--- config.mk ---
export PLATFORM = sky130hd
export DESIGN_NAME = stun_header_attribute_parser_flat
export DESIGN_NICKNAME = d
export VERILOG_FILES = /design/src/sv/stunp_pkg.sv /design/src/sv/stunp_if.sv /design/src/sv/stunp_queue.sv /design/src/sv/stunp_front.sv /design/src/sv/stunp_back.sv /design/src/sv/stun_header_attribute_parser.sv /design/src/flat_wrapper.sv
export SDC_FILE = /design/constraint.sdc
export NUM_CORES = 1
export LEC_CHECK = 0
export ABC_AREA = 0
export BUFFER_PORTS_ARGS = -buffer_cell sky130_fd_sc_hd__buf_2
export CORE_MARGIN = 4
export CORE_UTILIZATION = 50
export DETAILED_ROUTE_END_ITERATION = 10
export GPL_TIMING_DRIVEN = 0
export PLACE_DENSITY = 0.68
export SETUP_SLACK_MARGIN = 0.4
export SYNTH_ARGS = -nofsm -noshare
export SYNTH_HDL_FRONTEND = slang
export SYNTH_SLANG_ARGS = --single-unit
--- constraint.sdc ---
create_clock -name clk -period 6.65 [get_ports clk]
set_input_delay 0 -clock clk [delete_from_list [all_inputs] [get_ports clk]]
set_output_delay 0 -clock clk [all_outputs]
set_load 0.01 [all_outputs]
--- src/sv/stunp_pkg.sv ---
// ============================================================================
// STUN parser package
// Shared constants, field codes and the token that passes from the front
// part of the parser to the back part.
// ============================================================================
package stunp_pkg;

    // Fixed field widths of the message layout.
    localparam int OFFSET_BITS = 17;
    localparam int LENGTH_BITS = 16;
    localparam int TYPE_BITS   = 16;

    // Default width of the saturating byte position counter.
    localparam int POSITION_BITS_DEFAULT = 17;

    // Depth of the queue between the front and back parts.
    localparam int QUEUE_DEPTH_DEFAULT = 2;

    // Header layout and well-known codes.
    localparam logic [OFFSET_BITS-1:0] HEADER_BYTES            = 17'd20;
    localparam logic [31:0]            MAGIC_COOKIE            = 32'h2112_A442;
    localparam logic [TYPE_BITS-1:0]   TYPE_BINDING_REQUEST    = 16'h0001;
    localparam logic [TYPE_BITS-1:0]   TYPE_BINDING_INDICATION = 16'h0011;
    localparam logic [TYPE_BITS-1:0]   WANTED_TYPE_RESET       = 16'h0006;

    // Header byte boundaries used to classify a byte by its position.
    localparam int TYPE_END   = 2;
    localparam int LENGTH_END = 4;
    localparam int COOKIE_END = 8;
    localparam int TIDH_END   = 12;
    localparam int TIDL_END   = 20;

    // Which part of the datagram a byte belongs to.
    typedef enum logic [2:0] {
        FIELD_TYPE,
        FIELD_LENGTH,
        FIELD_COOKIE,
        FIELD_TID_HIGH,
        FIELD_TID_LOW,
        FIELD_BODY
    } field_t;

    // Classified byte handed from the front to the back.
    typedef struct packed {
        logic [7:0] data_byte;
        logic       last;
        field_t     field;
    } token_t;

    localparam int TOKEN_BITS = $bits(token_t);

endpackage

--- src/sv/stunp_if.sv ---
// ============================================================================
// STUN parser channel interfaces
// Valid/ready channels for the incoming byte stream and the parse result.
// ============================================================================
interface stunp_in_if;
    logic       valid;
    logic       ready;
    logic [7:0] data_byte;
    logic       last;

    modport source (output valid, output data_byte, output last, input ready);
    modport sink   (input valid, input data_byte, input last, output ready);
endinterface

interface stunp_out_if;
    logic        valid;
    logic        ready;
    logic        header_complete;
    logic [15:0] message_type;
    logic        is_binding_request;
    logic        is_binding_indication;
    logic [31:0] tid_high;
    logic [63:0] tid_low;
    logic        found;
    logic [16:0] value_offset;
    logic [15:0] value_length;

    modport source (
        output valid, output header_complete, output message_type,
        output is_binding_request, output is_binding_indication,
        output tid_high, output tid_low, output found,
        output value_offset, output value_length,
        input  ready
    );
    modport sink (
        input  valid, input header_complete, input message_type,
        input  is_binding_request, input is_binding_indication,
        input  tid_high, input tid_low, input found,
        input  value_offset, input value_length,
        output ready
    );
endinterface

--- src/sv/stunp_queue.sv ---
// ============================================================================
// STUN parser token queue
// Small register FIFO that decouples the front part from the back part.
// ============================================================================
module stunp_queue #(
    parameter int WIDTH = 8,
    parameter int DEPTH = 2
) (
    input  logic             clk,
    input  logic             rst_n,
    input  logic             wr_en,
    input  logic [WIDTH-1:0] wr_data,
    output logic             full,
    input  logic             rd_en,
    output logic [WIDTH-1:0] rd_data,
    output logic             rd_valid
);

    localparam int PTR_BITS   = (DEPTH > 1) ? $clog2(DEPTH) : 1;
    localparam int COUNT_BITS = $clog2(DEPTH + 1);
    localparam logic [PTR_BITS-1:0]   PTR_LAST  = PTR_BITS'(DEPTH - 1);
    localparam logic [COUNT_BITS-1:0] COUNT_MAX = COUNT_BITS'(DEPTH);

    logic [WIDTH-1:0]      slot_reg [DEPTH];
    logic [PTR_BITS-1:0]   wr_ptr_reg, wr_ptr_next;
    logic [PTR_BITS-1:0]   rd_ptr_reg, rd_ptr_next;
    logic [COUNT_BITS-1:0] count_reg, count_next;
    logic                  do_wr;
    logic                  do_rd;

    assign full     = (count_reg == COUNT_MAX);
    assign rd_valid = (count_reg != '0);
    assign rd_data  = slot_reg[rd_ptr_reg];
    assign do_wr    = wr_en && !full;
    assign do_rd    = rd_en && rd_valid;

    // Pointer wrap and occupancy.
    always_comb
    begin
        wr_ptr_next = wr_ptr_reg;
        rd_ptr_next = rd_ptr_reg;
        count_next  = count_reg;
        if (do_wr)
        begin
            wr_ptr_next = (wr_ptr_reg == PTR_LAST) ? '0 : wr_ptr_reg + 1'b1;
        end
        if (do_rd)
        begin
            rd_ptr_next = (rd_ptr_reg == PTR_LAST) ? '0 : rd_ptr_reg + 1'b1;
        end
        if (do_wr && !do_rd)
        begin
            count_next = count_reg + 1'b1;
        end
        else if (do_rd && !do_wr)
        begin
            count_next = count_reg - 1'b1;
        end
    end

    // Control registers.
    always_ff @(posedge clk or negedge rst_n)
    begin
        if (!rst_n)
        begin
            wr_ptr_reg <= '0;
            rd_ptr_reg <= '0;
            count_reg  <= '0;
        end
        else
        begin
            wr_ptr_reg <= wr_ptr_next;
            rd_ptr_reg <= rd_ptr_next;
            count_reg  <= count_next;
        end
    end

    // Storage slots.
    always_ff @(posedge clk)
    begin
        if (do_wr)
        begin
            slot_reg[wr_ptr_reg] <= wr_data;
        end
    end

endmodule

--- src/sv/stunp_front.sv ---
// ============================================================================
// STUN parser front part
// Accepts datagram bytes, tracks the saturating byte position and tags each
// byte with the header field or body region it belongs to.
// ============================================================================
module stunp_front #(
    parameter int POSITION_BITS = stunp_pkg::POSITION_BITS_DEFAULT
) (
    input  logic                     clk,
    input  logic                     rst_n,
    stunp_in_if.sink                 in_ch,
    input  logic                     queue_full,
    output logic                     push,
    output stunp_pkg::token_t        push_token,
    output logic [POSITION_BITS-1:0] push_position
);

    localparam logic [POSITION_BITS-1:0] POS_MAX = {POSITION_BITS{1'b1}};

    logic [POSITION_BITS-1:0] pos_reg, pos_next;
    stunp_pkg::field_t        field;

    assign in_ch.ready = !queue_full;
    assign push        = in_ch.valid && !queue_full;

    // Classify the byte by its place in the datagram.
    always_comb
    begin
        priority if (pos_reg < POSITION_BITS'(stunp_pkg::TYPE_END))
        begin
            field = stunp_pkg::FIELD_TYPE;
        end
        else if (pos_reg < POSITION_BITS'(stunp_pkg::LENGTH_END))
        begin
            field = stunp_pkg::FIELD_LENGTH;
        end
        else if (pos_reg < POSITION_BITS'(stunp_pkg::COOKIE_END))
        begin
            field = stunp_pkg::FIELD_COOKIE;
        end
        else if (pos_reg < POSITION_BITS'(stunp_pkg::TIDH_END))
        begin
            field = stunp_pkg::FIELD_TID_HIGH;
        end
        else if (pos_reg < POSITION_BITS'(stunp_pkg::TIDL_END))
        begin
            field = stunp_pkg::FIELD_TID_LOW;
        end
        else
        begin
            field = stunp_pkg::FIELD_BODY;
        end
    end

    always_comb
    begin
        push_token.data_byte = in_ch.data_byte;
        push_token.last      = in_ch.last;
        push_token.field     = field;
        push_position        = pos_reg;
    end

    // The position restarts after the last byte and saturates otherwise.
    always_comb
    begin
        pos_next = pos_reg;
        if (push)
        begin
            if (in_ch.last)
            begin
                pos_next = '0;
            end
            else if (pos_reg != POS_MAX)
            begin
                pos_next = pos_reg + 1'b1;
            end
        end
    end

    always_ff @(posedge clk or negedge rst_n)
    begin
        if (!rst_n)
        begin
            pos_reg <= '0;
        end
        else
        begin
            pos_reg <= pos_next;
        end
    end

endmodule

--- src/sv/stunp_back.sv ---
// ============================================================================
// STUN parser back part
// Captures the header fields, walks the attributes inside the declared
// length and registers one result on the last byte of each datagram.
// ============================================================================
module stunp_back #(
    parameter int POSITION_BITS = stunp_pkg::POSITION_BITS_DEFAULT
) (
    input  logic                     clk,
    input  logic                     rst_n,
    input  logic                     cfg_we,
    input  logic [15:0]              cfg_wdata,
    input  logic                     tok_valid,
    input  stunp_pkg::token_t        tok,
    input  logic [POSITION_BITS-1:0] tok_position,
    output logic                     pop,
    stunp_out_if.source              out_ch
);

    localparam int OB = stunp_pkg::OFFSET_BITS;
    localparam int LB = stunp_pkg::LENGTH_BITS;

    // Configuration and per-datagram state.
    logic [15:0]   wanted_type_reg;
    logic [15:0]   type_reg, type_next;
    logic [LB-1:0] len_reg, len_next;
    logic [31:0]   cookie_reg, cookie_next;
    logic [31:0]   tidh_reg, tidh_next;
    logic [63:0]   tidl_reg, tidl_next;
    logic [OB-1:0] next_off_reg, next_off_next;
    logic [31:0]   shift_reg, shift_next;
    logic          walk_done_reg, walk_done_next;
    logic          match_reg, match_next;
    logic [OB-1:0] match_off_reg, match_off_next;
    logic [LB-1:0] match_len_reg, match_len_next;

    // Output register.
    logic          out_valid_reg;
    logic          complete_reg;
    logic [15:0]   out_type_reg;
    logic          is_req_reg;
    logic          is_ind_reg;
    logic [31:0]   out_tidh_reg;
    logic [63:0]   out_tidl_reg;
    logic          found_reg;
    logic [OB-1:0] out_off_reg;
    logic [LB-1:0] out_len_reg;

    // Attribute walk arithmetic.
    logic [31:0]   shifted;
    logic [LB-1:0] val_len;
    logic [15:0]   attr_type;
    logic [OB-1:0] hdr_last;
    logic [OB:0]   hdr_end;
    logic [OB:0]   val_end;
    logic [OB:0]   msg_end;
    logic [OB-1:0] len_pad3;
    logic [OB-1:0] pad_len;
    logic          in_hdr;
    logic          at_hdr_last;
    logic          body_live;

    // Result terms.
    logic          complete;
    logic          cookie_ok;
    logic          found;
    logic [OB-1:0] need_last;

    // A result waits in the output register; a byte that creates one is only
    // taken when that register is free or being drained.
    assign pop = tok_valid && (!tok.last || !out_valid_reg || out_ch.ready);

    assign shifted     = {shift_reg[23:0], tok.data_byte};
    assign attr_type   = shifted[31:16];
    assign val_len     = shifted[15:0];
    assign hdr_last    = next_off_reg + OB'(3);
    assign hdr_end     = {1'b0, next_off_reg} + (OB+1)'(4);
    assign val_end     = hdr_end + {1'b0, OB'(val_len)};
    assign msg_end     = {1'b0, stunp_pkg::HEADER_BYTES} + {1'b0, OB'(len_reg)};
    assign len_pad3    = OB'(val_len) + OB'(3);
    assign pad_len     = {len_pad3[OB-1:2], 2'b00};
    assign body_live   = (tok.field == stunp_pkg::FIELD_BODY) && !walk_done_reg;
    assign in_hdr      = (tok_position >= POSITION_BITS'(next_off_reg))
                         && (tok_position <= POSITION_BITS'(hdr_last));
    assign at_hdr_last = (tok_position == POSITION_BITS'(hdr_last));

    // Next state for one byte.
    always_comb
    begin
        type_next      = type_reg;
        len_next       = len_reg;
        cookie_next    = cookie_reg;
        tidh_next      = tidh_reg;
        tidl_next      = tidl_reg;
        next_off_next  = next_off_reg;
        shift_next     = shift_reg;
        walk_done_next = walk_done_reg;
        match_next     = match_reg;
        match_off_next = match_off_reg;
        match_len_next = match_len_reg;
        unique case (tok.field)
            stunp_pkg::FIELD_TYPE:     type_next   = {type_reg[7:0], tok.data_byte};
            stunp_pkg::FIELD_LENGTH:   len_next    = {len_reg[7:0], tok.data_byte};
            stunp_pkg::FIELD_COOKIE:   cookie_next = {cookie_reg[23:0], tok.data_byte};
            stunp_pkg::FIELD_TID_HIGH: tidh_next   = {tidh_reg[23:0], tok.data_byte};
            stunp_pkg::FIELD_TID_LOW:  tidl_next   = {tidl_reg[55:0], tok.data_byte};
            stunp_pkg::FIELD_BODY:
            begin
                if (body_live && in_hdr)
                begin
                    shift_next = shifted;
                end
                if (body_live && at_hdr_last)
                begin
                    if ((hdr_end > msg_end) || (val_end > msg_end))
                    begin
                        walk_done_next = 1'b1;
                    end
                    else if (attr_type == wanted_type_reg)
                    begin
                        walk_done_next = 1'b1;
                        match_next     = 1'b1;
                        match_off_next = hdr_end[OB-1:0];
                        match_len_next = val_len;
                    end
                    else
                    begin
                        next_off_next = hdr_end[OB-1:0] + pad_len;
                    end
                end
            end
            default:
            begin
            end
        endcase
    end

    // Result terms from the state that includes the last byte.
    assign need_last = OB'(stunp_pkg::TIDL_END - 1) + OB'(len_next);
    assign complete  = (tok_position >= POSITION_BITS'(stunp_pkg::TIDL_END - 1))
                       && (POSITION_BITS'(need_last) <= tok_position);
    assign cookie_ok = (cookie_next == stunp_pkg::MAGIC_COOKIE);
    assign found     = complete && match_next;

    // Per-datagram state and configuration register.
    always_ff @(posedge clk or negedge rst_n)
    begin
        if (!rst_n)
        begin
            wanted_type_reg <= stunp_pkg::WANTED_TYPE_RESET;
            type_reg        <= '0;
            len_reg         <= '0;
            cookie_reg      <= '0;
            tidh_reg        <= '0;
            tidl_reg        <= '0;
            next_off_reg    <= stunp_pkg::HEADER_BYTES;
            shift_reg       <= '0;
            walk_done_reg   <= 1'b0;
            match_reg       <= 1'b0;
            match_off_reg   <= '0;
            match_len_reg   <= '0;
        end
        else
        begin
            if (cfg_we)
            begin
                wanted_type_reg <= cfg_wdata;
            end
            if (pop && tok.last)
            begin
                type_reg      <= '0;
                len_reg       <= '0;
                cookie_reg    <= '0;
                tidh_reg      <= '0;
                tidl_reg      <= '0;
                next_off_reg  <= stunp_pkg::HEADER_BYTES;
                shift_reg     <= '0;
                walk_done_reg <= 1'b0;
                match_reg     <= 1'b0;
                match_off_reg <= '0;
                match_len_reg <= '0;
            end
            else if (pop)
            begin
                type_reg      <= type_next;
                len_reg       <= len_next;
                cookie_reg    <= cookie_next;
                tidh_reg      <= tidh_next;
                tidl_reg      <= tidl_next;
                next_off_reg  <= next_off_next;
                shift_reg     <= shift_next;
                walk_done_reg <= walk_done_next;
                match_reg     <= match_next;
                match_off_reg <= match_off_next;
                match_len_reg <= match_len_next;
            end
        end
    end

    // Output valid flag.
    always_ff @(posedge clk or negedge rst_n)
    begin
        if (!rst_n)
        begin
            out_valid_reg <= 1'b0;
        end
        else if (pop && tok.last)
        begin
            out_valid_reg <= 1'b1;
        end
        else if (out_ch.ready)
        begin
            out_valid_reg <= 1'b0;
        end
    end

    // Output payload.
    always_ff @(posedge clk)
    begin
        if (pop && tok.last)
        begin
            complete_reg <= complete;
            out_type_reg <= type_next;
            is_req_reg   <= complete && cookie_ok
                            && (type_next == stunp_pkg::TYPE_BINDING_REQUEST);
            is_ind_reg   <= complete && cookie_ok
                            && (type_next == stunp_pkg::TYPE_BINDING_INDICATION);
            out_tidh_reg <= tidh_next;
            out_tidl_reg <= tidl_next;
            found_reg    <= found;
            out_off_reg  <= found ? match_off_next : '0;
            out_len_reg  <= found ? match_len_next : '0;
        end
    end

    assign out_ch.valid                 = out_valid_reg;
    assign out_ch.header_complete       = complete_reg;
    assign out_ch.message_type          = out_type_reg;
    assign out_ch.is_binding_request    = is_req_reg;
    assign out_ch.is_binding_indication = is_ind_reg;
    assign out_ch.tid_high              = out_tidh_reg;
    assign out_ch.tid_low               = out_tidl_reg;
    assign out_ch.found                 = found_reg;
    assign out_ch.value_offset          = out_off_reg;
    assign out_ch.value_length          = out_len_reg;

endmodule

--- src/sv/stun_header_attribute_parser.sv ---
// ============================================================================
// STUN header and attribute parser
// Parses a received datagram byte by byte and reports the header summary and
// the first attribute of the configured type.
// ============================================================================
// The parser takes one byte per clock while the queue has room, with no gaps
// between datagrams. A front part counts byte positions and classifies each
// byte; a two-entry queue hands the bytes to a back part that captures the
// header and walks the attributes. The result for a datagram is registered
// in the output register when the back part takes its last byte, and it
// waits there while the next datagram keeps streaming in; the back part
// waits on the last byte of a second datagram until the first result has
// been taken, and the input stalls once the queue behind it fills.
// The searched attribute type is set through cfg_we and cfg_wdata.
module stun_header_attribute_parser #(
    parameter int POSITION_BITS = stunp_pkg::POSITION_BITS_DEFAULT,
    parameter int QUEUE_DEPTH   = stunp_pkg::QUEUE_DEPTH_DEFAULT
) (
    input  logic        clk,
    input  logic        rst_n,
    input  logic        cfg_we,
    input  logic [15:0] cfg_wdata,
    stunp_in_if.sink    in_ch,
    stunp_out_if.source out_ch
);

    localparam int QW = stunp_pkg::TOKEN_BITS + POSITION_BITS;

    logic                     queue_full;
    logic                     push;
    stunp_pkg::token_t        push_token;
    logic [POSITION_BITS-1:0] push_position;
    logic                     pop;
    logic                     tok_valid;
    logic [QW-1:0]            rd_data;
    stunp_pkg::token_t        tok;
    logic [POSITION_BITS-1:0] tok_position;

    // Byte intake and classification.
    stunp_front #(
        .POSITION_BITS (POSITION_BITS)
    ) u_front (
        .clk           (clk),
        .rst_n         (rst_n),
        .in_ch         (in_ch),
        .queue_full    (queue_full),
        .push          (push),
        .push_token    (push_token),
        .push_position (push_position)
    );

    // Queue between the two parts.
    stunp_queue #(
        .WIDTH (QW),
        .DEPTH (QUEUE_DEPTH)
    ) u_queue (
        .clk      (clk),
        .rst_n    (rst_n),
        .wr_en    (push),
        .wr_data  ({push_token, push_position}),
        .full     (queue_full),
        .rd_en    (pop),
        .rd_data  (rd_data),
        .rd_valid (tok_valid)
    );

    assign tok          = stunp_pkg::token_t'(rd_data[QW-1:POSITION_BITS]);
    assign tok_position = rd_data[POSITION_BITS-1:0];

    // Header capture, attribute walk and result register.
    stunp_back #(
        .POSITION_BITS (POSITION_BITS)
    ) u_back (
        .clk          (clk),
        .rst_n        (rst_n),
        .cfg_we       (cfg_we),
        .cfg_wdata    (cfg_wdata),
        .tok_valid    (tok_valid),
        .tok          (tok),
        .tok_position (tok_position),
        .pop          (pop),
        .out_ch       (out_ch)
    );

endmodule

--- src/flat_wrapper.sv ---
// flat-port wrapper written by rule: the top's interface ports become plain ports
module stun_header_attribute_parser_flat 
#(
    parameter int POSITION_BITS = stunp_pkg::POSITION_BITS_DEFAULT,
    parameter int QUEUE_DEPTH   = stunp_pkg::QUEUE_DEPTH_DEFAULT
)
  (clk, rst_n, cfg_we, cfg_wdata, in_ch_valid, in_ch_data_byte, in_ch_last, in_ch_ready, out_ch_valid, out_ch_header_complete, out_ch_message_type, out_ch_is_binding_request, out_ch_is_binding_indication, out_ch_tid_high, out_ch_tid_low, out_ch_found, out_ch_value_offset, out_ch_value_length, out_ch_ready);
  stunp_in_if in_ch_i ();
  stunp_out_if out_ch_i ();
  input  logic clk;
  input  logic rst_n;
  input  logic cfg_we;
  input  logic [15:0] cfg_wdata;
  input wire logic [$bits(in_ch_i.valid)-1:0] in_ch_valid;
  input wire logic [$bits(in_ch_i.data_byte)-1:0] in_ch_data_byte;
  input wire logic [$bits(in_ch_i.last)-1:0] in_ch_last;
  output wire logic [$bits(in_ch_i.ready)-1:0] in_ch_ready;
  output wire logic [$bits(out_ch_i.valid)-1:0] out_ch_valid;
  output wire logic [$bits(out_ch_i.header_complete)-1:0] out_ch_header_complete;
  output wire logic [$bits(out_ch_i.message_type)-1:0] out_ch_message_type;
  output wire logic [$bits(out_ch_i.is_binding_request)-1:0] out_ch_is_binding_request;
  output wire logic [$bits(out_ch_i.is_binding_indication)-1:0] out_ch_is_binding_indication;
  output wire logic [$bits(out_ch_i.tid_high)-1:0] out_ch_tid_high;
  output wire logic [$bits(out_ch_i.tid_low)-1:0] out_ch_tid_low;
  output wire logic [$bits(out_ch_i.found)-1:0] out_ch_found;
  output wire logic [$bits(out_ch_i.value_offset)-1:0] out_ch_value_offset;
  output wire logic [$bits(out_ch_i.value_length)-1:0] out_ch_value_length;
  input wire logic [$bits(out_ch_i.ready)-1:0] out_ch_ready;
  assign in_ch_i.valid = in_ch_valid;
  assign in_ch_i.data_byte = in_ch_data_byte;
  assign in_ch_i.last = in_ch_last;
  assign in_ch_ready = in_ch_i.ready;
  assign out_ch_valid = out_ch_i.valid;
  assign out_ch_header_complete = out_ch_i.header_complete;
  assign out_ch_message_type = out_ch_i.message_type;
  assign out_ch_is_binding_request = out_ch_i.is_binding_request;
  assign out_ch_is_binding_indication = out_ch_i.is_binding_indication;
  assign out_ch_tid_high = out_ch_i.tid_high;
  assign out_ch_tid_low = out_ch_i.tid_low;
  assign out_ch_found = out_ch_i.found;
  assign out_ch_value_offset = out_ch_i.value_offset;
  assign out_ch_value_length = out_ch_i.value_length;
  assign out_ch_i.ready = out_ch_ready;
  stun_header_attribute_parser #(.POSITION_BITS(POSITION_BITS), .QUEUE_DEPTH(QUEUE_DEPTH)) u_core (.clk(clk), .rst_n(rst_n), .cfg_we(cfg_we), .cfg_wdata(cfg_wdata), .in_ch(in_ch_i), .out_ch(out_ch_i));
endmodule
==> metrics.md, run 1 <==
| Metric | Value |
|---|---|
| Post-synthesis mux area share | 0.0754 |
| Clk buf depth | 3 |
| Routability cong. | around 0.94 |
| Netlist cell types | 78 |
| Pre-Repair DR Iteration Count | 6 |
| Die H | 224 µm |
| CTS tree | done |
| Placed cell area | ~25000 µm² |
| Initial Util | 0.509 |
| Largest family of logic cells by synthesized area | compound AO/OA/AOI/OAI gates |
| Clock Skew | about 0.013 ns |
| Total core area | approximately 46000 µm² |
| Post-synthesis sequential area ratio | 0.559 |
| Final hold violation count | 18 |
| Port bufs | 179 |
| R2R setup slack | ~0.66 ns |
| Initial antenna violation count | 0 |
| Post-Route WL | 62500 µm |
| Synth warn | 0 |
| Failing checks | negative hold slack |
| Final Max Slew Viols | 0 |
| Post-route ant nets | 0 |
| Period minus WS final | between 5 and 6 ns |
| Row cnt | 78 |
| GRT Overall Usage | 0.244 |
| Post-synth design cell area | 23300 µm² |
| Pwr Density | 472 nW/µm² |
| Post-Synth Adder-Cell Area | 0.0631 |
| Routed vias/inst | 5.92 |
| Fin area | between 20000 and 30000 µm² |
| Synth Area in Compound Gates | 0.145 |
| Synth top area cells | dfrtp_1 29%, edfxtp_1 27%, a22o_1 7.8%, ha_1 6.2%, mux2_2 5.5% |
| Worst-path clk slew | 0.06 ns |
| RSZ-0062 raised after global routing | false |
| Final hold slack | -0.0271 ns |
| Max FO, Critical Path | 10 |
| Outcome | complete, but fails checks |
| Die ar. | 50200 µm² |
| Post-synth EDFFs | ~210 |
| Period utilization | 0.901 |
| Leakage power | 11.8 nW |
| Total power | 12.9 mW |
| Post-synth net total | 2042 |
| TNS Setup | 0 ns |
| Post-synthesis xor/xnor area fraction | 0.0432 |
| Worst ir drop on vdd | 0.296 mV |
| Share of flip-flops with an asynchronous set or reset | 0.568 |
| #FFs+latches synth | 479 |
| IO Pins | 181 |
| Drt wl/cell | between 20 and 25 µm |
| Die width | 224 µm |
| First-pass GRT wire length | just under 100000 µm |
| CP required | about 7 ns |
| Share of cells above drive strength 1 | 0.205 |
| Vias post-DR | about 17000 |
| Setup-failing EPs final | 0 |
| CTS H-tree lvls | 2 |
| Placed instance count | 2682 |
| Synthesis-to-finish area growth | 16.8% |
| Yosys top cell by area | dfrtp_1 |
| FF-to-FF path depth | 23 |
| Most common cell after layout, fill and taps aside | dfrtp_1 |
| Worst hold path class | input port to async pin |
| CP Class | flip-flop to flip-flop |
| Detailed-route DRC error count | 0 |
| Final WS setup | 0.657 ns |
| Post-DP HPWL | 44600 µm |
| Vias in the first global route | 16600 |
| Max_cap viols | 0 |
| Mapped Cells | roughly 1900 |
| Area share of and/or/nand/nor cells after synthesis | 0.0832 |
| Worst-margin pin slew | 1.36 ns |
| Worst r2r dst | u_core.u_back.out_ch.value_offset[15] |
| GR Overflow Total | 0 |
| Synth Flop Type | dfrtp_1 |
| Post-Route Utilization | 0.595 |
| Worst EP arrival | 6.33 ns |
| Post-route insts no fill | 2817 |
| CTS Root Cell | clkbuf_16 |
| Placement Setup Slack | -0.364 ns |
| Drt initial violations | 1380 |
| Critical Path Sink Type | flip-flop |
| Fmax | roughly 170 MHz |
| Worst skew pair latency | 0.59 ns |
| Max-slew headroom | 0.0866 |
| Commonest cells after routing, fill and taps aside | 268 x dfrtp_1, 209 x a22o_1, 207 x edfxtp_1 |
| Num CTS Buffers | 49 |
| R2r startpoint | u_core.u_queue.rd_ptr_reg |
| Yosys top cell area share | 0.288 |
| Total Nets Final | 2324 |
| Clk sinks | approximately 480 |
| Largest net degree at the start of global routing | 119 |
| Syn_area_per_cell | 12.3 µm² |
| CP startpoint kind | flip-flop |
==> kinds of logic after synthesis <==
kind of cell             Yosys count
AND/OR/NAND/NOR                  396
multiplexers                     161
adder cells (fa/ha/maj)          117
flip-flops                       479
other                              1
buffers and inverters            173
XOR/XNOR                         115
AO/OA/AOI/OAI                    453
==> final cells by class <==
cell class              count  area [µm²]
repair buffers            231        1470
clock buffers              66        1370
multi-input cells        1243        9700
flip-flops and latches    479       13000
clock inverters            24         161
fillers                  3674       18500
well taps                 600         751
plain buffers              99         453
diodes                      1        2.50
inverters                  74         299
==> worst max path at each step <==
stage | end | depth (start not counted) | start | slack (ns)
final | u_core.u_back.out_ch.value_offset[15] | 23 | u_core.u_queue.rd_ptr_reg | 0.66
after CTS | u_core.u_back.out_ch.value_offset[15] | 23 | u_core.u_queue.rd_ptr_reg | 0.51
after global placement | u_core.u_back.match_off_reg[14] | 20 | u_core.u_queue.rd_ptr_reg | -1.09
after detailed placement | u_core.u_back.match_off_reg[14] | 20 | u_core.u_queue.rd_ptr_reg | -0.36
after floorplan | u_core.u_back.out_ch.value_offset[10] | 22 | u_core.u_queue.rd_ptr_reg | 1.43
after global routing | u_core.u_back.out_ch.value_length[4] | 24 | u_core.u_queue.rd_ptr_reg | 0.39
==> synthesized netlist by cell type, drive strengths merged, types with 69 or more instances <==
library cell,instances
dfrtp,268
a22o,209
edfxtp,207
ha,116
mux2,114
nor2,111
nand2,97
xnor2,75
o21ai,72
a21oi,70
inv,70
clkbuf,69
==> critical path: stages (launching register included) <==
cell and delay (ns):
dfrtp_1 0.33, clkbuf_4 0.20, buf_6 0.20, mux2i_4 0.36
buf_6 0.22, clkinv_2 0.20, ha_1 0.42, a21oi_2 0.25
o21ai_0 0.17, a41o_1 0.30, a311oi_1 0.36, o21ai_0 0.13
a21oi_1 0.25, xnor2_1 0.10, ha_1 0.21, nor3_1 0.12
o21ai_0 0.10, o32ai_1 0.13, a21boi_0 0.16, a2111o_2 0.55
nor2_4 0.33, buf_4 0.30, mux2i_1 0.26, nor2_1 0.08
==> power by group <==
group | switching, mW | total, mW | internal, mW
sequential | 0.482 | 4.47 | 3.98
clock | 1.16 | 2.65 | 1.49
combinational | 3.67 | 5.75 | 2.08
total | 5.31 | 12.9 | 7.56
==> per-layer routing <==
layer,global-route usage,up-vias,share of wire
li1,-,7675,-
met1,0.332,8374,0.43
met2,0.401,514,0.48
met3,0.0415,106,0.055
met4,0.0863,0,0.035
met5,0,-,0
==> what timing repair did <==
action,in CTS,in global routing
buffers inserted,0,9
gates resized for setup,10,21
pin swaps,0,0
hold buffers,35,0
endpoints found under the hold margin,217,0
setup endpoints to repair,85,80
Note: power is estimated with default switching activity, not from simulation.
==> run 2, diff against run 1 <==
--- a/config.mk
+++ b/config.mk
@@ -9,6 +9,7 @@
 export BUFFER_PORTS_ARGS = -buffer_cell sky130_fd_sc_hd__buf_2
 export CORE_MARGIN = 4
 export CORE_UTILIZATION = 50
+export CTS_BUF_LIST = sky130_fd_sc_hd__clkbuf_8 sky130_fd_sc_hd__clkbuf_16
 export DETAILED_ROUTE_END_ITERATION = 10
 export GPL_TIMING_DRIVEN = 0
 export PLACE_DENSITY = 0.68
==> run 2 against run 1 <==
- the flow still finishes with violations (negative hold slack)
- count of clock-buffer cells in the layout is 12 lower
- total power is 0.18% lower
- worst setup slack worse by 0.029 ns
- critical path depth stayed put
- wire length hardly changed
- core utilization stayed put
- non-clock buffer count stayed put
- via count is 0.64% higher
- fmax is 0.48% lower
- clock skew is 0.00068 ns lower
- critical path type unchanged
- critical endpoint unchanged
- largest power group unchanged
==> metrics.md, run 2 (same netlist as run 1, synthesis figures left out) <==
| Metric | Value |
|---|---|
| Outcome | complete, but fails checks |
| Failing checks | negative hold slack |
| Worst ir drop on vdd | 0.296 mV |
| First-pass GRT wire length | ~97000 µm |
| RSZ-0062 raised after global routing | false |
| Pre-Repair DR Iteration Count | 6 |
| Post-DP HPWL | 44600 µm |
| Clk sinks | 479 |
| FF-to-FF path depth | 23 |
| Area of the multi-input gates | slightly below 10000 µm² |
| Setup-failing EPs final | 0 |
| Post-Route Utilization | 0.595 |
| Final WS setup | 0.628 ns |
| Routed vias/inst | just under 6 |
| CTS Root Cell | clkbuf_16 |
| Synthesis-to-finish area growth | 16.8% |
| Clock Skew | 0.0127 ns |
| IO Pins | 181 |
| Final Max Slew Viols | 0 |
| Total core area | 45800 µm² |
| Detailed-route DRC error count | 0 |
| Die ar. | 50200 µm² |
| Post-route ant nets | 0 |
| Post-route insts no fill | 2817 |
| Routability cong. | 0.939 |
| Port bufs | between 150 and 200 |
| Placement Setup Slack | -0.364 ns |
| Drt initial violations | roughly 1400 |
| Row cnt | 78 |
| CTS tree | done |
| Post-Route WL | 62500 µm |
| Register area | 13000 µm² |
| Final hold slack | -0.0273 ns |
| Placed cell area | 25100 µm² |
| Layout fillers | 3674 |
| Fin area | around 27000 µm² |
| Most common cell after layout, fill and taps aside | dfrtp_1 |
| Vias in the first global route | about 17000 |
| CP startpoint kind | flip-flop |
| Critical Path Sink Type | flip-flop |
| Total Nets Final | around 2300 |
| Worst hold path class | input port to async pin |
| Total power | 12.8 mW |
| Pwr Density | 472 nW/µm² |
| Max FO, Critical Path | 10 |
| Worst EP arrival | 6.35 ns |
| Num CTS Buffers | 49 |
| Max_cap viols | 0 |
| Fmax | ~170 MHz |
| Worst skew pair latency | 0.59 ns |
| GR Overflow Total | 0 |
| Placed instance count | around 2700 |
| CP Class | flip-flop to flip-flop |
| Max-slew headroom | 0.0759 |
| Period minus WS final | 6.02 ns |
| Commonest cells after routing, fill and taps aside | 268 x dfrtp_1, 209 x a22o_1, 207 x edfxtp_1 |
| Clk buf depth | 3 |
| Initial antenna violation count | 0 |
| Largest net degree at the start of global routing | 119 |
| Die H | 224 µm |
| Initial Util | 0.509 |
| CTS H-tree lvls | 2 |
| Worst-margin pin slew | 1.39 ns |
| TNS Setup | 0 ns |
| Period utilization | 0.906 |
| Leakage power | 11.9 nW |
| Drt wl/cell | about 22 µm |
| Final hold violation count | 18 |
| CP required | about 7 ns |
| Worst-path clk slew | approximately 0.06 ns |
| Vias post-DR | 16800 |
| Share of cells above drive strength 1 | 0.205 |
| GRT Overall Usage | 0.244 |
| Die width | 224 µm |
[run 2: cell count changes in the layout (fill, tap and decap cells not counted), sizes merged]
cell / before / now
inv: 68 / 80
clkbuf: 135 / 123
[run 2: worst max-delay path, cell delays in order (launching register included)]
cell	delay, ns
dfrtp_1	0.33
clkbuf_4	0.21
buf_6	0.20
mux2i_4	0.36
buf_6	0.22
clkinv_2	0.20
ha_1	0.42
a21oi_2	0.25
o21ai_0	0.18
a41o_1	0.31
a311oi_1	0.36
o21ai_0	0.13
a21oi_1	0.25
xnor2_1	0.10
ha_1	0.21
nor3_1	0.12
o21ai_0	0.10
o32ai_1	0.13
a21boi_0	0.16
a2111o_2	0.55
nor2_4	0.34
buf_4	0.30
mux2i_1	0.25
nor2_1	0.07
[run 2: per-layer routing]
layer  up-vias  track usage  part of all wire
li1       7675            -                 -
met1      8419        0.332              0.42
met2       564        0.401              0.48
met3       117       0.0415             0.061
met4         0       0.0863             0.037
met5         -            0                 0
[run 2: path summary, 6_finish.rpt]
kind / from / to / slack (ns)
worst max-delay path: u_core.u_queue.rd_ptr_reg / u_core.u_back.out_ch.value_offset[15] / 0.63
worst min-delay path: rst_n / u_core.u_back.tidl_reg[22] / -0.03
worst max register to register: u_core.u_queue.rd_ptr_reg / u_core.u_back.out_ch.value_offset[15] / 0.63
worst min register to register: u_core.u_front.push_position[2] / u_core.u_queue.slot_reg[0][2] / 0.48
max in group asynchronous: rst_n / u_core.u_back.tidh_reg[26] / 5.66
min in group clk: in_ch_data_byte[7] / u_core.u_queue.slot_reg[1][28] / 0.16
[run 2: final cells by class]
| cell class | count | area share |
|---|---|---|
| antenna | 1 | 0.0000919 |
| buffer | 99 | 0.0166 |
| clock buffer | 54 | 0.0488 |
| clock inverter | 36 | 0.00758 |
| inverter | 74 | 0.0110 |
| multi-input combinational | 1243 | 0.356 |
| sequential | 479 | 0.478 |
| tap | 600 | 0.0276 |
| timing repair buffer | 231 | 0.0538 |
[run 2: repair_timing]
item                                    4_1_cts  5_1_grt
buffers inserted                              0        9
hold buffers                                 35        0
gates resized for setup                      10       21
endpoints found under the setup margin       85       80
endpoints found under the hold margin       217        0
[run 2: power by group]
| group | internal, mW | total (mW) | leakage (nW) | switching, mW |
|---|---|---|---|---|
| sequential | 3.98 | 4.47 | 5.76 | 0.483 |
| clock | 1.47 | 2.63 | 0.789 | 1.16 |
| combinational | 2.08 | 5.75 | 5.34 | 3.66 |
